--- config.mk ---
export PLATFORM = sky130hd
export DESIGN_NAME = postfix_expression_evaluator
export DESIGN_NICKNAME = d
export VERILOG_FILES = /design/src/hdl/pfx_pkg.sv /design/src/hdl/postfix_expression_evaluator.sv /design/src/hdl/pfx_ram.sv /design/src/hdl/pfx_div.sv
export SDC_FILE = /design/constraint.sdc
export NUM_CORES = 2
export LEC_CHECK = 0
export BUFFER_PORTS_ARGS = -buffer_cell sky130_fd_sc_hd__buf_2
export CORE_MARGIN = 2
export CORE_UTILIZATION = 45
export DETAILED_ROUTE_END_ITERATION = 7
export GPL_TIMING_DRIVEN = 0
export SLEW_MARGIN = 10
export SYNTH_ARGS = -nofsm -noshare
export SYNTH_HDL_FRONTEND = slang
export SYNTH_SLANG_ARGS = --single-unit
--- constraint.sdc ---
create_clock -name clk -period 12.9 [get_ports clk]
set_clock_uncertainty 0.15 [all_clocks]
set_input_delay 1.29 -clock clk [delete_from_list [all_inputs] [get_ports clk]]
set_output_delay 1.29 -clock clk [all_outputs]
set_load 0.1 [all_outputs]
--- src/hdl/pfx_pkg.sv ---
// shared constants and types for the postfix expression evaluator
// no dependencies; used by pfx_div and postfix_expression_evaluator
package pfx_pkg;

    localparam int VALUE_WIDTH = 32;
    localparam int STACK_DEPTH = 16;
    localparam int PTR_W       = $clog2(STACK_DEPTH + 1);
    localparam int ADDR_W      = $clog2(STACK_DEPTH);
    localparam int SYM_W       = 8;
    localparam int STATUS_W    = 3;
    localparam int DATA_OUT_W  = 40;

    // character codes
    localparam logic [SYM_W-1:0] SYM_COMMA   = 8'h2C;
    localparam logic [SYM_W-1:0] SYM_DOT     = 8'h2E;
    localparam logic [SYM_W-1:0] SYM_PLUS    = 8'h2B;
    localparam logic [SYM_W-1:0] SYM_MINUS   = 8'h2D;
    localparam logic [SYM_W-1:0] SYM_STAR    = 8'h2A;
    localparam logic [SYM_W-1:0] SYM_SLASH   = 8'h2F;
    localparam logic [SYM_W-1:0] SYM_ZERO    = 8'h30;
    localparam logic [SYM_W-1:0] SYM_NINE    = 8'h39;
    localparam logic [SYM_W-1:0] SYM_UPPER_A = 8'h41;
    localparam logic [SYM_W-1:0] SYM_UPPER_Z = 8'h5A;
    localparam logic [SYM_W-1:0] SYM_LOWER_A = 8'h61;
    localparam logic [SYM_W-1:0] SYM_LOWER_Z = 8'h7A;

    typedef enum logic [STATUS_W-1:0] {
        STATUS_OK        = 3'd0,
        STATUS_UNDERFLOW = 3'd1,
        STATUS_OVERFLOW  = 3'd2,
        STATUS_DIV_ZERO  = 3'd3,
        STATUS_UNKNOWN   = 3'd4
    } status_t;

endpackage

--- src/hdl/postfix_expression_evaluator.sv ---
// postfix (rpn) expression evaluator, one ascii character per input beat
// depends on pfx_pkg, pfx_ram (value stack) and pfx_div (shared divider)
//
//  channel | direction | handshake         | payload
//  --------+-----------+-------------------+------------------------------------------
//  s_      | in        | s_tvalid/s_tready | s_tdata[7:0] symbol
//  m_      | out       | m_tvalid/m_tready | m_tdata: top_value, status, stack_depth;
//          |           |                   | m_tlast: answer_valid
//
// states per beat: digits, letters, comma and '.' go idle, fin; + - * and '/'
// by zero go idle, opa, push, fin; unknown symbols go idle, opa, peek, fin, or
// skip peek when the pops empty the stack; '/' with a nonzero divisor waits in
// div for the one-bit-per-cycle divider between opa and push
// the stack lives in a 16-entry ram with one read and one write port; an
// operator reads operand a and, for unknown symbols, the new top through it
// reset (rst_n low, async) empties the stack and clears the number builder;
// no clearing pass, stale stack entries are never read
// s_tready is high only in the idle state; a finished result waits in the
// output register while the next beat is accepted, and the block stalls only
// when a new result is ready before the previous one is taken
module postfix_expression_evaluator (
    input  logic        clk,
    input  logic        rst_n,
    input  logic        s_tvalid,
    output logic        s_tready,
    input  logic [7:0]  s_tdata,   // [7:0] symbol
    output logic        m_tvalid,
    input  logic        m_tready,
    output logic [39:0] m_tdata,   // [31:0] top_value, [34:32] status, [39:35] stack_depth
    output logic        m_tlast    // answer_valid
);

    localparam int W      = pfx_pkg::VALUE_WIDTH;
    localparam int PTR_W  = pfx_pkg::PTR_W;
    localparam int ADDR_W = pfx_pkg::ADDR_W;

    typedef enum logic [5:0] {
        ST_IDLE = 6'b000001,
        ST_OPA  = 6'b000010,
        ST_DIV  = 6'b000100,
        ST_PUSH = 6'b001000,
        ST_PEEK = 6'b010000,
        ST_FIN  = 6'b100000
    } state_t;

    typedef enum logic [2:0] {
        OP_ADD,
        OP_SUB,
        OP_MUL,
        OP_DIV,
        OP_OTHER
    } op_t;

    // sequencer and architectural state
    state_t           state_reg, state_next;
    logic [PTR_W-1:0] sp_reg, sp_next;
    logic [W-1:0]     top_reg, top_next;       // cached top of stack, 0 when empty
    logic [W-1:0]     acc_reg, acc_next;
    logic             stopped_reg, stopped_next;
    logic             after_op_reg, after_op_next;

    // per-item working registers
    pfx_pkg::status_t status_reg, status_next;
    logic             last_reg, last_next;
    op_t              op_reg, op_next;
    logic             under_reg, under_next;
    logic             have_a_reg, have_a_next;
    logic [W-1:0]     b_reg, b_next;
    logic [W-1:0]     r_reg, r_next;

    // output register
    logic                              m_tvalid_reg, m_tvalid_next;
    logic [pfx_pkg::DATA_OUT_W-1:0]    m_tdata_reg, m_tdata_next;
    logic                              m_tlast_reg, m_tlast_next;

    // stack ram and divider hookup
    logic              ram_we;
    logic [ADDR_W-1:0] ram_waddr;
    logic [W-1:0]      ram_wdata;
    logic              ram_re;
    logic [ADDR_W-1:0] ram_raddr;
    logic [W-1:0]      ram_rdata;
    logic              div_start;
    logic              div_done;
    logic [W-1:0]      div_quotient;

    logic [PTR_W-1:0]  sp_minus1;
    logic [PTR_W-1:0]  sp_minus2;
    logic [W-1:0]      a_val;
    logic [3:0]        digit;
    logic              is_digit;
    logic              is_letter;
    logic              accept;

    assign accept    = s_tvalid && s_tready;
    assign s_tready  = (state_reg == ST_IDLE);
    assign sp_minus1 = sp_reg - PTR_W'(1);
    assign sp_minus2 = sp_reg - PTR_W'(2);
    assign a_val     = have_a_reg ? ram_rdata : '0;
    assign digit     = 4'(s_tdata - pfx_pkg::SYM_ZERO);
    assign is_digit  = (s_tdata >= pfx_pkg::SYM_ZERO) && (s_tdata <= pfx_pkg::SYM_NINE);
    assign is_letter = ((s_tdata >= pfx_pkg::SYM_UPPER_A) && (s_tdata <= pfx_pkg::SYM_UPPER_Z))
                    || ((s_tdata >= pfx_pkg::SYM_LOWER_A) && (s_tdata <= pfx_pkg::SYM_LOWER_Z));

    always_comb
    begin
        state_next    = state_reg;
        sp_next       = sp_reg;
        top_next      = top_reg;
        acc_next      = acc_reg;
        stopped_next  = stopped_reg;
        after_op_next = after_op_reg;
        status_next   = status_reg;
        last_next     = last_reg;
        op_next       = op_reg;
        under_next    = under_reg;
        have_a_next   = have_a_reg;
        b_next        = b_reg;
        r_next        = r_reg;
        m_tvalid_next = m_tvalid_reg && !m_tready;
        m_tdata_next  = m_tdata_reg;
        m_tlast_next  = m_tlast_reg;
        ram_we        = 1'b0;
        ram_waddr     = sp_reg[ADDR_W-1:0];
        ram_wdata     = acc_reg;
        ram_re        = 1'b0;
        ram_raddr     = sp_minus2[ADDR_W-1:0];
        div_start     = 1'b0;

        unique case (state_reg)
            ST_IDLE:
            begin
                if (accept)
                begin
                    status_next = pfx_pkg::STATUS_OK;
                    last_next   = 1'b0;
                    state_next  = ST_FIN;
                    priority if (s_tdata == pfx_pkg::SYM_DOT)
                    begin
                        // answer is the current top; everything else clears
                        last_next     = 1'b1;
                        sp_next       = '0;
                        acc_next      = '0;
                        stopped_next  = 1'b0;
                        after_op_next = 1'b0;
                    end
                    else if (s_tdata == pfx_pkg::SYM_COMMA)
                    begin
                        if (after_op_reg)
                        begin
                            after_op_next = 1'b0;
                        end
                        else
                        begin
                            if (sp_reg < PTR_W'(pfx_pkg::STACK_DEPTH))
                            begin
                                ram_we   = 1'b1;
                                top_next = acc_reg;
                                sp_next  = sp_reg + PTR_W'(1);
                            end
                            else
                            begin
                                status_next = pfx_pkg::STATUS_OVERFLOW;
                            end
                            acc_next     = '0;
                            stopped_next = 1'b0;
                        end
                    end
                    else if (is_digit)
                    begin
                        if (!stopped_reg)
                        begin
                            acc_next = (acc_reg << 3) + (acc_reg << 1) + W'(digit);
                        end
                    end
                    else if (is_letter)
                    begin
                        stopped_next = 1'b1;
                    end
                    else
                    begin
                        // operator: operand b is the cached top, fetch a from ram
                        unique case (s_tdata)
                            pfx_pkg::SYM_PLUS:  op_next = OP_ADD;
                            pfx_pkg::SYM_MINUS: op_next = OP_SUB;
                            pfx_pkg::SYM_STAR:  op_next = OP_MUL;
                            pfx_pkg::SYM_SLASH: op_next = OP_DIV;
                            default:            op_next = OP_OTHER;
                        endcase
                        b_next        = (sp_reg != '0) ? top_reg : '0;
                        have_a_next   = (sp_reg >= PTR_W'(2));
                        under_next    = (sp_reg < PTR_W'(2));
                        ram_re        = (sp_reg >= PTR_W'(2));
                        sp_next       = (sp_reg >= PTR_W'(2)) ? sp_minus2 : '0;
                        after_op_next = 1'b1;
                        state_next    = ST_OPA;
                    end
                end
            end

            ST_OPA:
            begin
                if (op_reg == OP_OTHER)
                begin
                    status_next = under_reg ? pfx_pkg::STATUS_UNDERFLOW
                                            : pfx_pkg::STATUS_UNKNOWN;
                    if (sp_reg != '0)
                    begin
                        // new top has to come back from the ram
                        ram_re     = 1'b1;
                        ram_raddr  = sp_minus1[ADDR_W-1:0];
                        state_next = ST_PEEK;
                    end
                    else
                    begin
                        top_next   = '0;
                        state_next = ST_FIN;
                    end
                end
                else
                begin
                    acc_next     = '0;
                    stopped_next = 1'b0;
                    state_next   = ST_PUSH;
                    unique case (op_reg)
                        OP_ADD: r_next = a_val + b_reg;
                        OP_SUB: r_next = a_val - b_reg;
                        OP_MUL: r_next = W'(a_val * b_reg);
                        OP_DIV:
                        begin
                            if (b_reg == '0)
                            begin
                                r_next      = '0;
                                status_next = pfx_pkg::STATUS_DIV_ZERO;
                            end
                            else
                            begin
                                div_start  = 1'b1;
                                state_next = ST_DIV;
                            end
                        end
                        default: r_next = '0;
                    endcase
                    if (under_reg)
                    begin
                        status_next = pfx_pkg::STATUS_UNDERFLOW;
                    end
                end
            end

            ST_DIV:
            begin
                if (div_done)
                begin
                    r_next     = div_quotient;
                    state_next = ST_PUSH;
                end
            end

            ST_PUSH:
            begin
                // at most depth-2 after the pops, so the push always fits
                ram_we     = 1'b1;
                ram_wdata  = r_reg;
                top_next   = r_reg;
                sp_next    = sp_reg + PTR_W'(1);
                state_next = ST_FIN;
            end

            ST_PEEK:
            begin
                top_next   = ram_rdata;
                state_next = ST_FIN;
            end

            ST_FIN:
            begin
                if (!m_tvalid_reg || m_tready)
                begin
                    m_tvalid_next = 1'b1;
                    m_tdata_next  = {5'(sp_reg), status_reg, top_reg[31:0]};
                    m_tlast_next  = last_reg;
                    if (last_reg)
                    begin
                        top_next = '0;
                    end
                    state_next = ST_IDLE;
                end
            end

            default:
            begin
                state_next = ST_IDLE;
            end
        endcase
    end

    always_ff @(posedge clk or negedge rst_n)
    begin
        if (!rst_n)
        begin
            state_reg    <= ST_IDLE;
            sp_reg       <= '0;
            top_reg      <= '0;
            acc_reg      <= '0;
            stopped_reg  <= 1'b0;
            after_op_reg <= 1'b0;
            m_tvalid_reg <= 1'b0;
        end
        else
        begin
            state_reg    <= state_next;
            sp_reg       <= sp_next;
            top_reg      <= top_next;
            acc_reg      <= acc_next;
            stopped_reg  <= stopped_next;
            after_op_reg <= after_op_next;
            m_tvalid_reg <= m_tvalid_next;
        end
    end

    always_ff @(posedge clk)
    begin
        status_reg  <= status_next;
        last_reg    <= last_next;
        op_reg      <= op_next;
        under_reg   <= under_next;
        have_a_reg  <= have_a_next;
        b_reg       <= b_next;
        r_reg       <= r_next;
        m_tdata_reg <= m_tdata_next;
        m_tlast_reg <= m_tlast_next;
    end

    pfx_ram #(
        .WIDTH (W),
        .DEPTH (pfx_pkg::STACK_DEPTH)
    ) u_stack (
        .clk     (clk),
        .wr_en   (ram_we),
        .wr_addr (ram_waddr),
        .wr_data (ram_wdata),
        .rd_en   (ram_re),
        .rd_addr (ram_raddr),
        .rd_data (ram_rdata)
    );

    pfx_div u_div (
        .clk      (clk),
        .rst_n    (rst_n),
        .start    (div_start),
        .dividend (a_val),
        .divisor  (b_reg),
        .done     (div_done),
        .quotient (div_quotient)
    );

    assign m_tvalid = m_tvalid_reg;
    assign m_tdata  = m_tdata_reg;
    assign m_tlast  = m_tlast_reg;

    // the stack pointer never passes the stack size
    assert property (@(posedge clk) disable iff (!rst_n)
        sp_reg <= PTR_W'(pfx_pkg::STACK_DEPTH))
        else $error("stack pointer beyond stack size");

    // the cached top reads zero whenever the stack is empty between beats
    assert property (@(posedge clk) disable iff (!rst_n)
        (state_reg == ST_IDLE && sp_reg == '0) |-> (top_reg == '0))
        else $error("cached top not zero on empty stack");

    // the divider only finishes while the sequencer waits for it
    assert property (@(posedge clk) disable iff (!rst_n)
        div_done |-> (state_reg == ST_DIV))
        else $error("divider done outside divide wait");

    // an answer beat always reports an empty stack
    assert property (@(posedge clk) disable iff (!rst_n)
        (m_tvalid_reg && m_tlast_reg) |-> (m_tdata_reg[39:35] == 5'd0))
        else $error("answer beat with nonzero depth");

endmodule

--- src/hdl/pfx_ram.sv ---
// generic single-write, single-read ram with registered read data
// no dependencies
module pfx_ram #(
    parameter int WIDTH = 32,
    parameter int DEPTH = 16,
    localparam int ADDR_W = $clog2(DEPTH)
) (
    input  logic              clk,
    input  logic              wr_en,
    input  logic [ADDR_W-1:0] wr_addr,
    input  logic [WIDTH-1:0]  wr_data,
    input  logic              rd_en,
    input  logic [ADDR_W-1:0] rd_addr,
    output logic [WIDTH-1:0]  rd_data
);

    logic [WIDTH-1:0] mem [DEPTH];

    always_ff @(posedge clk)
    begin
        if (wr_en)
        begin
            mem[wr_addr] <= wr_data;
        end
        if (rd_en)
        begin
            rd_data <= mem[rd_addr];
        end
    end

endmodule

--- src/hdl/pfx_div.sv ---
// iterative signed divider, truncating toward zero, one quotient bit per cycle
// depends on pfx_pkg
module pfx_div (
    input  logic                            clk,
    input  logic                            rst_n,
    input  logic                            start,
    input  logic [pfx_pkg::VALUE_WIDTH-1:0] dividend,
    input  logic [pfx_pkg::VALUE_WIDTH-1:0] divisor,
    output logic                            done,
    output logic [pfx_pkg::VALUE_WIDTH-1:0] quotient
);

    localparam int W     = pfx_pkg::VALUE_WIDTH;
    localparam int CNT_W = $clog2(W);

    logic             busy_reg, busy_next;
    logic             done_reg, done_next;
    logic [CNT_W-1:0] cnt_reg, cnt_next;
    logic [W-1:0]     rem_reg, rem_next;
    logic [W-1:0]     quo_reg, quo_next;
    logic [W-1:0]     den_reg, den_next;
    logic             neg_reg, neg_next;
    logic [W:0]       rem_shift;
    logic [W:0]       rem_diff;

    assign rem_shift = {rem_reg, quo_reg[W-1]};
    assign rem_diff  = rem_shift - {1'b0, den_reg};

    always_comb
    begin
        busy_next = busy_reg;
        done_next = 1'b0;
        cnt_next  = cnt_reg;
        rem_next  = rem_reg;
        quo_next  = quo_reg;
        den_next  = den_reg;
        neg_next  = neg_reg;
        if (start)
        begin
            busy_next = 1'b1;
            cnt_next  = CNT_W'(W - 1);
            rem_next  = '0;
            quo_next  = dividend[W-1] ? (W'(0) - dividend) : dividend;
            den_next  = divisor[W-1] ? (W'(0) - divisor) : divisor;
            neg_next  = dividend[W-1] ^ divisor[W-1];
        end
        else if (busy_reg)
        begin
            // restoring step: trial subtract of the shifted remainder
            if (!rem_diff[W])
            begin
                rem_next = rem_diff[W-1:0];
                quo_next = {quo_reg[W-2:0], 1'b1};
            end
            else
            begin
                rem_next = rem_shift[W-1:0];
                quo_next = {quo_reg[W-2:0], 1'b0};
            end
            cnt_next = cnt_reg - CNT_W'(1);
            if (cnt_reg == '0)
            begin
                busy_next = 1'b0;
                done_next = 1'b1;
            end
        end
    end

    always_ff @(posedge clk or negedge rst_n)
    begin
        if (!rst_n)
        begin
            busy_reg <= 1'b0;
            done_reg <= 1'b0;
            cnt_reg  <= '0;
        end
        else
        begin
            busy_reg <= busy_next;
            done_reg <= done_next;
            cnt_reg  <= cnt_next;
        end
    end

    always_ff @(posedge clk)
    begin
        rem_reg <= rem_next;
        quo_reg <= quo_next;
        den_reg <= den_next;
        neg_reg <= neg_next;
    end

    assign done     = done_reg;
    assign quotient = neg_reg ? (W'(0) - quo_reg) : quo_reg;

endmodule

==> run summary <==
Slowest CP cell = clkbuf_1
Slew headroom = 0.115
Slowest cell delay on critical path = 690 ps
Ports = 55
TritonCTS Sinks = 840
CP arrival = 11830 ps
Yosys warns = 0
Net Count, Synth = 5445
Synth unique cells = 82
CORE AREA = 124000 um2
Nets = 5617
FP Rows = 129
Seq/Total Area, Yosys = 0.434
First-pass GRT wire length = 272000 um
Number of enable flip-flop cells after synthesis = 723
Hold Buf Count CTS = 0
Total wire length = 186000 um
Dpl hpwl = 140000 um
Max Buffers Root-to-Sink = 3
Async SR Flop Fraction = 0.101
Syn Area/Cell = 11.8 um2
Worst hold path type = flop to flop
Initial Util = 0.455
Wire per inst = 27.9 um
Vias in the first global route = 40.3k
Mapped Cells = 4763
Largest family of logic cells by synthesized area = adder cells
TritonCTS buffer count = 88
DRC = 3
Critical path peak fanout = 10
Post-Syn Area = 56300 um2
Die Area = 128000 um2
Die H = 358 um
Most frequent cells in the layout = edfxtp_1 (723), nand2_1 (554), inv_1 (458)
Drt pass-1 iters = 8
Endpoints failing hold = 0
Slew Viols, Final = 0
Worst-path clk slew = 60 ps
DR vias = 39.8k
Total gr overflow = 0
Failing checks = DRC
Synth Area in Adders = 0.204
Max reg flops = 512
Top_reg_cell synth = edfxtp_1
Compound-Gate Fraction of Synth Area = 0.0788
Placer Congestion = 1.01
CTS tree = done
Fraction of layout cells with a size suffix above 1 = 0.0932
Simple-Gate Fraction of Synth Area = 0.118
Worst-margin pin slew = 1330 ps
RSZ-0062 raised after global routing = no
Startpoint types = flop
Total GRT Usage = 0.293
Routed Antenna Nets = 0
Port Buf Inserts = 53
CP Capture Type = flop
Fmax = 86.2 MHz
Fin Setup TNS = 0 ps
Post-cts gate resize count = 0
Period utilization = 0.900
Post-Synth XOR/XNOR Area = 0.0438
Status = complete, but fails checks
Req. time, crit path = 13120 ps
Avg Vias per Cell = 5.97
Final setup vio count = 0
Mux share of post-synthesis cell area = 0.0701
Flops & latches, synth = 840
Antenna violations before repair = 12
Post-CTS Setup Repair Bufs = 0
Initial DRC Count = 4386
Most Frequent Cell on Critical Path = fa_1
H-tree depth = 3
Die Wd = 358 um
Skew-Pair Late Insertion Delay = 680 ps
Layout Area Growth over Synthesis = 11.0%
Largest net degree at the start of global routing = 60
Root buffer cell = clkbuf_16
Commonest non-fill, non-tap cell in the layout = edfxtp_1
WS Path Type = flop to flop
Max-capacitance violation count = 0
Min cycle time layout = 11600 ps
area by class of cell:
class | count | area, um2
repair buffers | 82 | 895
multi-input cells | 3162 | 29100
plain buffers | 300 | 1150
well taps | 1637 | 2050
fillers | 10900 | 61400
clock buffers | 118 | 2480
diodes | 9 | 22.5
flip-flops and latches | 840 | 24500
inverters | 461 | 1730
clock inverters | 48 | 566
routing by layer:
metal	wire, um	GRT usage
met1	72100	0.372
met2	86900	0.473
met3	15900	0.0622
met4	10700	0.151
met5	21	0
final timing paths:
path	start	endpoint	slack [ps]	cells after the start
worst min-delay path	status_reg[2]	m_tdata[34]	270	0
worst min register to register	status_reg[2]	m_tdata[34]	270	0
max in group asynchronous	rst_n	top_reg[19]	11520	2
worst max register to register	have_a_reg	r_reg[31]	1300	32
min in group asynchronous	rst_n	sp_reg[2]	400	1
worst max-delay path	have_a_reg	r_reg[31]	1300	32
worst max-delay path, delay by kind of cell (launching register included):
family,cells,cell delay (ps)
AOI/OAI and AO/OA,7,1710
buffers and inverters,12,3960
and+or+nand+nor,3,510
xor gates and xnor gates,1,150
DFF,1,560
adders and majority gates,9,4250
per-stage QoR:
| stage | hold WS, ps | area [um2] | util | setup slack (ps) | cells |
|---|---|---|---|---|---|
| 2_1_floorplan | 250 | 56300 | - | 4270 | 4763 |
| 3_3_place_gp | 260 | 58700 | 0.473 | 442 | 6453 |
| 3_5_place_dp | 255 | 59500 | 0.480 | 1580 | 6482 |
| 4_1_cts | 269 | 62500 | 0.504 | 1530 | 6648 |
| 5_1_grt | 279 | 62500 | 0.504 | 955 | 6650 |
| 6_report | 267 | 62500 | 0.504 | 1300 | 6657 |
synth_stat cells (25+ instances only):
cell type / n / area (um2)
edfxtp_1: 723 / 21700
nand2_1: 555 / 2080
inv_1: 458 / 1720
fa_1: 412 / 8250
and3_1: 314 / 1960
clkbuf_1: 265 / 995
ha_1: 258 / 3230
o21ai_0: 205 / 1030
xnor2_1: 193 / 1690
mux4_2: 160 / 3600
a21oi_1: 142 / 711
nor2_1: 137 / 514
xor2_1: 89 / 780
dfrtp_1: 84 / 2100
nand3_1: 54 / 270
nor2b_1: 54 / 338
a21o_1: 48 / 360
nor3_1: 41 / 205
and2_1: 35 / 219
o31ai_1: 34 / 255
a222oi_1: 32 / 320
dfxtp_1: 32 / 641
a22o_1: 29 / 254
mux2i_1: 29 / 290
or3_1: 29 / 181
a31oi_1: 25 / 156
nand2b_1: 25 / 156
kinds of logic (layout without fill, tap and decap cells):
group | after synthesis | in the layout
buffers and inverters | 761 | 1009
other | 0 | 9
adders and majority gates | 670 | 670
and+or+nand+nor | 1338 | 1338
xor gates and xnor gates | 282 | 282
DFF | 840 | 840
AOI/OAI and AO/OA | 678 | 678
muxes | 194 | 194
Power is not shown: default switching activity piles up to over one toggle a cycle in this logic, so the estimate is an artifact.
